**src/rtl/core/qenc_pkg.sv**
```systemverilog
`timescale 1ns / 1ps

package qenc_pkg;

  // Operation carried in the input tuser field
  typedef enum logic [1:0] {
    OP_EDGE  = 2'd0,
    OP_START = 2'd1,
    OP_SET   = 2'd2,
    OP_READ  = 2'd3
  } op_t;

  // Click direction codes
  typedef enum logic [1:0] {
    CLICK_NONE = 2'd0,
    CLICK_UP   = 2'd1,
    CLICK_DOWN = 2'd2
  } click_t;

  // Configuration register indexes
  typedef enum logic [1:0] {
    REG_MIN_VALUE       = 2'd0,
    REG_MAX_VALUE       = 2'd1,
    REG_INITIAL_VALUE   = 2'd2,
    REG_HALF_PULSE_MODE = 2'd3
  } reg_index_t;

  localparam logic [2:0] DEC_RESET_STATE = 3'b011;
  localparam logic [2:0] DEC_HALF_BOTH_HIGH = 3'b111;
  localparam logic [1:0] PINS_BOTH_HIGH = 2'b11;

  // Transition entry: {step down, step up, next state[2:0]}
  typedef logic [4:0] trans_t;
  typedef trans_t trans_tab_t [8][4];

  // Columns: A falling, A rising, B falling, B rising
  localparam trans_tab_t PER_DETENT_TAB = '{
    '{5'd0, 5'd1,  5'd0, 5'd2},
    '{5'd0, 5'd1,  5'd1, 5'd11},   // B rising from state 1: up step to 3
    '{5'd2, 5'd3,  5'd0, 5'd2},
    '{5'd2, 5'd3,  5'd5, 5'd3},
    '{5'd4, 5'd5,  5'd4, 5'd6},
    '{5'd4, 5'd5,  5'd5, 5'd3},
    '{5'd6, 5'd19, 5'd4, 5'd6},    // A rising from state 6: down step to 3
    '{5'd3, 5'd3,  5'd3, 5'd3}
  };

  localparam trans_tab_t PER_TWO_TAB = '{
    '{5'd0,  5'd1,  5'd0, 5'd2},
    '{5'd0,  5'd1,  5'd1, 5'd15},  // up step to 7
    '{5'd2,  5'd23, 5'd0, 5'd2},   // down step to 7
    '{5'd7,  5'd7,  5'd7, 5'd7},
    '{5'd0,  5'd0,  5'd0, 5'd0},
    '{5'd16, 5'd5,  5'd5, 5'd7},   // down step to 0
    '{5'd6,  5'd7,  5'd8, 5'd6},   // up step to 0
    '{5'd6,  5'd7,  5'd5, 5'd7}
  };

endpackage

```
**src/rtl/core/quadrature_encoder_counter.sv**
```systemverilog
`timescale 1ns / 1ps
// Quadrature encoder counter.
// Throughput: one item per cycle while the result stream is not stalled. The table
// lookup and clamped step sit between the input handshake and the result register,
// which captures each transfer's result; the state updates at transfer.
// Reset (rst, synchronous, active high): decoder inactive, state 3'b011, count
// zero, no pending change, configuration back to full range, per-detent table.
module quadrature_encoder_counter #(
  parameter int COUNT_WIDTH = 16
) (
  input  logic        clk,
  input  logic        rst,
  // input stream
  input  logic        s_tvalid,
  output logic        s_tready,
  input  logic [23:0] s_tdata,   // edge_index[1:0], pin_a[2], pin_b[3], new_value[19:4]
  input  logic [1:0]  s_tuser,   // opcode[1:0]
  // result stream
  output logic        m_tvalid,
  input  logic        m_tready,
  output logic [23:0] m_tdata,   // count_value[15:0], click[17:16], changed[18],
                                 // accepted[19]
  // configuration write channel
  input  logic        cfg_valid,
  output logic        cfg_ready,
  input  logic [1:0]  cfg_index,
  input  logic [15:0] cfg_data
);

  localparam int CW = COUNT_WIDTH;
  localparam logic signed [32:0] CNT_HI = (33'sd1 <<< (CW - 1)) - 33'sd1;
  localparam logic signed [32:0] CNT_LO = -CNT_HI - 33'sd1;

  // Saturate a 16-bit signed value into the count range
  function automatic logic signed [CW-1:0] fit16(input logic [15:0] v);
    logic signed [32:0] w;
    w = {{17{v[15]}}, v};
    if (w < CNT_LO) begin
      fit16 = CNT_LO[CW-1:0];
    end else if (w > CNT_HI) begin
      fit16 = CNT_HI[CW-1:0];
    end else begin
      fit16 = w[CW-1:0];
    end
  endfunction

  // configuration registers
  logic [15:0] min_value;
  logic [15:0] max_value;
  logic [15:0] initial_value;
  logic        half_pulse_mode;

  // decoder state
  logic [2:0]              decoder_state, decoder_state_next;
  logic signed [CW-1:0]    count, count_next;
  qenc_pkg::click_t        latched_click, latched_click_next;
  logic                    change_pending, change_pending_next;
  logic                    running, running_next;

  // result register
  logic [15:0]      res_count;
  qenc_pkg::click_t res_click, res_click_next;
  logic             res_changed, res_changed_next;
  logic             res_accepted, res_accepted_next;

  logic                 in_xfer;
  qenc_pkg::op_t        op;
  logic [1:0]           edge_index;
  logic [1:0]           pins;
  logic [15:0]          new_value;
  logic signed [CW-1:0] lim_lo, lim_hi, init_fit, set_fit;
  logic signed [CW-1:0] init_clamped, set_clamped;
  qenc_pkg::trans_t     entry;
  logic signed [32:0]   count_wide;

  assign cfg_ready = 1'b1;
  // Accept a new item whenever the result register is free or draining
  assign s_tready  = !m_tvalid || m_tready;
  assign in_xfer   = s_tvalid && s_tready;

  assign op         = qenc_pkg::op_t'(s_tuser);
  assign edge_index = s_tdata[1:0];
  assign pins       = {s_tdata[3], s_tdata[2]};
  assign new_value  = s_tdata[19:4];

  assign lim_lo   = fit16(min_value);
  assign lim_hi   = fit16(max_value);
  assign init_fit = fit16(initial_value);
  assign set_fit  = fit16(new_value);

  // Clamp against the limits; when they cross, values below the low limit get it, all others the high
  always_comb begin
    priority if (init_fit < lim_lo) begin
      init_clamped = lim_lo;
    end else if (init_fit > lim_hi) begin
      init_clamped = lim_hi;
    end else begin
      init_clamped = init_fit;
    end
    priority if (set_fit < lim_lo) begin
      set_clamped = lim_lo;
    end else if (set_fit > lim_hi) begin
      set_clamped = lim_hi;
    end else begin
      set_clamped = set_fit;
    end
  end

  // Look up the transition in the table of the current mode
  assign entry = half_pulse_mode ? qenc_pkg::PER_TWO_TAB[decoder_state][edge_index]
                                 : qenc_pkg::PER_DETENT_TAB[decoder_state][edge_index];

  always_comb begin
    decoder_state_next  = decoder_state;
    count_next          = count;
    latched_click_next  = latched_click;
    change_pending_next = change_pending;
    running_next        = running;
    res_click_next      = qenc_pkg::CLICK_NONE;
    res_changed_next    = 1'b0;
    res_accepted_next   = 1'b0;
    unique case (op)
      qenc_pkg::OP_EDGE: begin
        // Drop edges while inactive
        if (running) begin
          decoder_state_next = entry[2:0];
          res_accepted_next  = 1'b1;
          if (entry[3]) begin
            if (count < lim_hi) begin
              count_next = count + CW'(1);
            end
            latched_click_next  = qenc_pkg::CLICK_UP;
            change_pending_next = 1'b1;
            res_click_next      = qenc_pkg::CLICK_UP;
            res_changed_next    = 1'b1;
          end else if (entry[4]) begin
            if (count > lim_lo) begin
              count_next = count - CW'(1);
            end
            latched_click_next  = qenc_pkg::CLICK_DOWN;
            change_pending_next = 1'b1;
            res_click_next      = qenc_pkg::CLICK_DOWN;
            res_changed_next    = 1'b1;
          end
        end
      end
      qenc_pkg::OP_START: begin
        if (!running && (lim_lo < lim_hi)) begin
          // In half-pulse mode both pins high maps to the rest state 3'b111
          if (half_pulse_mode && (pins == qenc_pkg::PINS_BOTH_HIGH)) begin
            decoder_state_next = qenc_pkg::DEC_HALF_BOTH_HIGH;
          end else begin
            decoder_state_next = {1'b0, pins};
          end
          count_next          = init_clamped;
          latched_click_next  = qenc_pkg::CLICK_NONE;
          change_pending_next = 1'b0;
          running_next        = 1'b1;
          res_accepted_next   = 1'b1;
        end
      end
      qenc_pkg::OP_SET: begin
        count_next        = set_clamped;
        res_accepted_next = 1'b1;
      end
      qenc_pkg::OP_READ: begin
        if (change_pending) begin
          res_click_next   = latched_click;
          res_changed_next = 1'b1;
        end
        change_pending_next = 1'b0;
        res_accepted_next   = 1'b1;
      end
      default: begin
      end
    endcase
  end

  // configuration writes
  always_ff @(posedge clk) begin
    if (rst) begin
      min_value       <= 16'h8000;
      max_value       <= 16'h7FFF;
      initial_value   <= 16'h0000;
      half_pulse_mode <= 1'b0;
    end else if (cfg_valid && cfg_ready) begin
      unique case (qenc_pkg::reg_index_t'(cfg_index))
        qenc_pkg::REG_MIN_VALUE:       min_value       <= cfg_data;
        qenc_pkg::REG_MAX_VALUE:       max_value       <= cfg_data;
        qenc_pkg::REG_INITIAL_VALUE:   initial_value   <= cfg_data;
        qenc_pkg::REG_HALF_PULSE_MODE: half_pulse_mode <= cfg_data[0];
        default: begin
        end
      endcase
    end
  end

  // decoder state advances on each input transfer
  always_ff @(posedge clk) begin
    if (rst) begin
      decoder_state  <= qenc_pkg::DEC_RESET_STATE;
      count          <= '0;
      latched_click  <= qenc_pkg::CLICK_NONE;
      change_pending <= 1'b0;
      running        <= 1'b0;
    end else if (in_xfer) begin
      decoder_state  <= decoder_state_next;
      count          <= count_next;
      latched_click  <= latched_click_next;
      change_pending <= change_pending_next;
      running        <= running_next;
    end
  end

  // show the low 16 bits of the sign-extended count
  assign count_wide = {{(33 - CW){count_next[CW-1]}}, count_next};

  // result register: hold until the downstream transfer
  always_ff @(posedge clk) begin
    if (rst) begin
      m_tvalid <= 1'b0;
    end else if (in_xfer) begin
      m_tvalid <= 1'b1;
    end else if (m_tready) begin
      m_tvalid <= 1'b0;
    end
  end

  always_ff @(posedge clk) begin
    if (in_xfer) begin
      res_count    <= count_wide[15:0];
      res_click    <= res_click_next;
      res_changed  <= res_changed_next;
      res_accepted <= res_accepted_next;
    end
  end

  assign m_tdata = {4'b0000, res_accepted, res_changed, res_click, res_count};

endmodule
```
**config.mk**
```make
export PLATFORM = sky130hd
export DESIGN_NAME = quadrature_encoder_counter
export DESIGN_NICKNAME = d
export VERILOG_FILES = /design/src/rtl/core/qenc_pkg.sv /design/src/rtl/core/quadrature_encoder_counter.sv
export SDC_FILE = /design/constraint.sdc
export NUM_CORES = 1
export LEC_CHECK = 0
export BUFFER_PORTS_ARGS = -buffer_cell sky130_fd_sc_hd__buf_2
export CAP_MARGIN = 0
export CELL_PAD_IN_SITES_DETAIL_PLACEMENT = 0
export CELL_PAD_IN_SITES_GLOBAL_PLACEMENT = 1
export CORE_ASPECT_RATIO = 0.7
export CORE_MARGIN = 2
export CORE_UTILIZATION = 49
export DETAILED_ROUTE_END_ITERATION = 16
export GPL_TIMING_DRIVEN = 0
export PLACE_DENSITY_LB_ADDON = 0.1
export RECOVER_POWER = 50
export REMOVE_ABC_BUFFERS = 1
export SLEW_MARGIN = 20
export SYNTH_ARGS = -nofsm -noshare
export SYNTH_HDL_FRONTEND = slang
export SYNTH_SLANG_ARGS = --single-unit
```
**constraint.sdc**
```tcl
create_clock -name clk -period 9.1 [get_ports clk]
set_clock_uncertainty 0.1 [all_clocks]
set_input_delay 1.82 -clock clk [delete_from_list [all_inputs] [get_ports clk]]
set_output_delay 1.82 -clock clk [all_outputs]
set_load 0.1 [all_outputs]
```
==> results.json <==
{
  "outcome": "finished with violations",
  "violations": "max-capacitance violations, max-slew violations",
  "grt_pass1_vias": 6837,
  "path_class": "input pin to flop",
  "ios": 76,
  "reg2reg_to": "res_count[3]",
  "synth_top_cell_by_area": "dfxtp_1",
  "finalHoldViolations": 0,
  "clock_latency_ns": 0.36,
  "netlist_area_um2": 8180,
  "ir_worst_vdd_mv": 0.0887,
  "r2r_cells": 11,
  "vias": 7629,
  "cts_max_level": 3,
  "syn_inst": 1046,
  "postRouteAntennaNets": 0,
  "num_rows": 39,
  "p_seq_share_pct": 37.7,
  "slowest_delay_ns": 0.83,
  "synth_ff_type": "dfxtp_1",
  "p_leak_nw": 3.85,
  "gp_congestion": 0.946,
  "grt_first_pass_wirelength_um": 39400,
  "ys_seq_elements": 93,
  "dieArea_um2": 17800,
  "report.final.slew_viol_count": 78,
  "crit_required_ns": 9.10,
  "critPathCaptureType": "flop",
  "coreArea_um2": 16300,
  "reg2reg_from": "min_value[14]",
  "drtPass1Iterations": 5,
  "start_util_pct": 50.1,
  "cp.arrival_ns": 5.60,
  "internal_power_mw": 0.810,
  "combPwrFrac_pct": 29.8,
  "hold_path_class": "flop to flop",
  "clk_pin_slew_ns": 0.07,
  "cts-root-buf": "clkbuf_16",
  "routedWlPerCell_um": 20.0,
  "cts_buffers": 9,
  "final_net_count": 1200,
  "initialDrtViolationCount": 788,
  "power.switching_fraction_pct": 36.4,
  "hpwl_um": 19900,
  "avgSynthCellArea_um2": 7.82,
  "final_cell_mix": "135 x nand2_1, 112 x ha_1, 92 x a21oi_1, 81 x nor2_1, 73 x dfxtp_1",
  "regToRegSetupSlack_ns": 4.54,
  "maxCapViolCount": 2,
  "insertedDiodeCount": 0,
  "fin_area_um2": 8840,
  "avgViaCountPerCell": 6.01,
  "hold_end": "latched_click[1]",
  "synth-edff-count": 20,
  "path_max_fanout": 16,
  "overflow": 0,
  "area_growth_pct": 8.07,
  "synth_area_leaders": "dfxtp_1 18%, ha_1 17%, edfxtp_1 7.3%, nand2_1 6.2%, a21oi_1 5.6%",
  "cts_tree": "done",
  "clock_path_buffers": 2,
  "synth_top_area_share_pct": 17.9,
  "post_cts_buffers": 0,
  "fin_crit_sh_pct": 61.5,
  "die_w_um": 158,
  "hp-start": "latched_click[1]",
  "holdBufCountCts": 0,
  "drc": 0,
  "path_cells": "buf_2 -> ha_1 -> nand4_1 -> nor4_1 -> nor3b_1 -> or4_1 -> o211a_1 -> mux2_2 -> mux2i_1 -> o21ai_0 -> or2_2",
  "critPathLaunchType": "input pin",
  "placed_area_um2": 8570,
  "synth_seq_area_share_pct": 25.2,
  "grt_max_degree": 43,
  "ys_warn_count": 0,
  "fmax_mhz": 179,
  "rsz0062_at_grt": "false",
  "drt-total-wl_um": 25300,
  "clkPwrFrac_pct": 32.5,
  "whs_path_depth": 2,
  "period_needed_ns": 5.60,
  "slew_headroom_pct": -34.1,
  "setup_viol": 0,
  "p_per_area_nw_per_um2": 144,
  "synthArstFlopShare_pct": 0,
  "grt_antenna_before_repair": 0,
  "total_power_mw": 1.27,
  "layout_commonest_cell": "nand2_1",
  "critical_path.slowest_cell": "o211a_1",
  "setup-tns-final_ns": 0,
  "grtUsageTotal_pct": 29.1,
  "ys_types": 79,
  "port_buffers": 66,
  "cts_resized": 0,
  "switching_power_mw": 0.463,
  "clock_sinks": 93,
  "tightest_slew_ns": 2.01,
  "drive_gt1_share_pct": 9.96,
  "die_h_um": 112
}
-- stage by stage --
stage / hold slack (ns) / instances / setup slack [ns] / utilization (%)
after floorplan: 0.326 / 955 / 4.06 / -
after global placement: 0.347 / 1246 / 2.32 / 51.5
after detailed placement: 0.349 / 1253 / 3.19 / 52.4
after CTS: 0.359 / 1269 / 3.57 / 54.4
after global routing: 0.382 / 1269 / 3.36 / 54.1
final: 0.358 / 1269 / 3.50 / 54.1
-- worst max-delay path by stage --
stage                             from            end  slack, ns
after floorplan             s_tdata[6]   res_count[2]       4.06
after global placement    min_value[5]   res_count[2]       2.32
after detailed placement   s_tdata[19]  res_count[10]       3.19
after CTS                  s_tdata[19]  res_count[10]       3.57
after global routing       s_tdata[19]  res_count[10]       3.36
final                      s_tdata[19]  res_count[10]       3.50
-- cells in the mapped netlist, types with 3 or more instances --
cell,count
o41ai_1,4
nor2_1,82
a311oi_1,3
ha_1,112
o21ai_0,37
a21o_1,13
or3_1,9
mux2_2,11
a31oi_1,10
o31ai_1,3
o221ai_1,3
nor4_1,6
o21a_1,6
or4_1,3
mux2i_1,26
inv_1,52
nor3b_1,6
nand3_1,23
nand3b_1,3
nor4bb_1,4
nand2b_1,20
nand4_1,17
and2_1,8
a211o_1,23
a21oi_1,92
nand2_1,135
a211oi_1,13
a32oi_1,3
o31a_1,5
dfxtp_1,73
nor3_1,21
edfxtp_1,20
a221o_1,4
o311a_1,3
clkbuf_1,84
nor2b_1,8
buf_4,8
and3_1,9
a2111oi_0,5
or2_2,8
o211ai_1,9
o21bai_1,4
o22ai_1,7
-- registers in the layout, indices dropped and copies added (netlist names), 2 cells and up --
register and flops:
count 16, decoder_state 3, initial_value 16, latched_click 2, max_value 16, min_value 16
res_click 2, res_count 16
-- cells by family after synthesis --
family,after synthesis,share of synthesized area (%)
AOI/OAI and AO/OA,280,23.6
xor gates and xnor gates,1,0.107
adders and majority gates,112,17.1
buffers and inverters,148,7.19
DFF,93,25.2
muxes,38,4.88
other,2,0.0918
and+or+nand+nor,372,21.8
-- final cells by class --
class                      instances  area, µm²
timing repair buffer              73        373
clock inverter                     6       86.3
inverter                          54        204
tap                              225        282
multi-input combinational        808       5610
sequential                        93       2060
clock buffer                      10        229
fill                            1588       7500
-- metal layers --
metal	vias up	part of all wire [%]	GRT usage, %
li1	3783	-	-
met1	3503	51	45.9
met2	311	39	40.6
met3	32	8.0	4.90
met4	0	1.8	7.21
met5	-	0	0
-- critical path: cells and delay by family --
family	cells	cell delay (ns)
AND/OR/NAND/NOR	5	1.73
AO/OA/AOI/OAI	2	1.02
multiplexers	2	0.54
adder cells (fa/ha/maj)	1	0.34
buffers and inverters	1	0.13
-- power by group through the flow --
stage	clock network (mW)	registers, mW	logic, mW
after detailed placement	0	0.489	0.377
after global routing	0.437	0.484	0.413
after CTS	0.418	0.479	0.378
after floorplan	0	0.542	0.208
after global placement	0	0.488	0.369
final	0.414	0.480	0.379
Power figures use the tool's default switching activity.
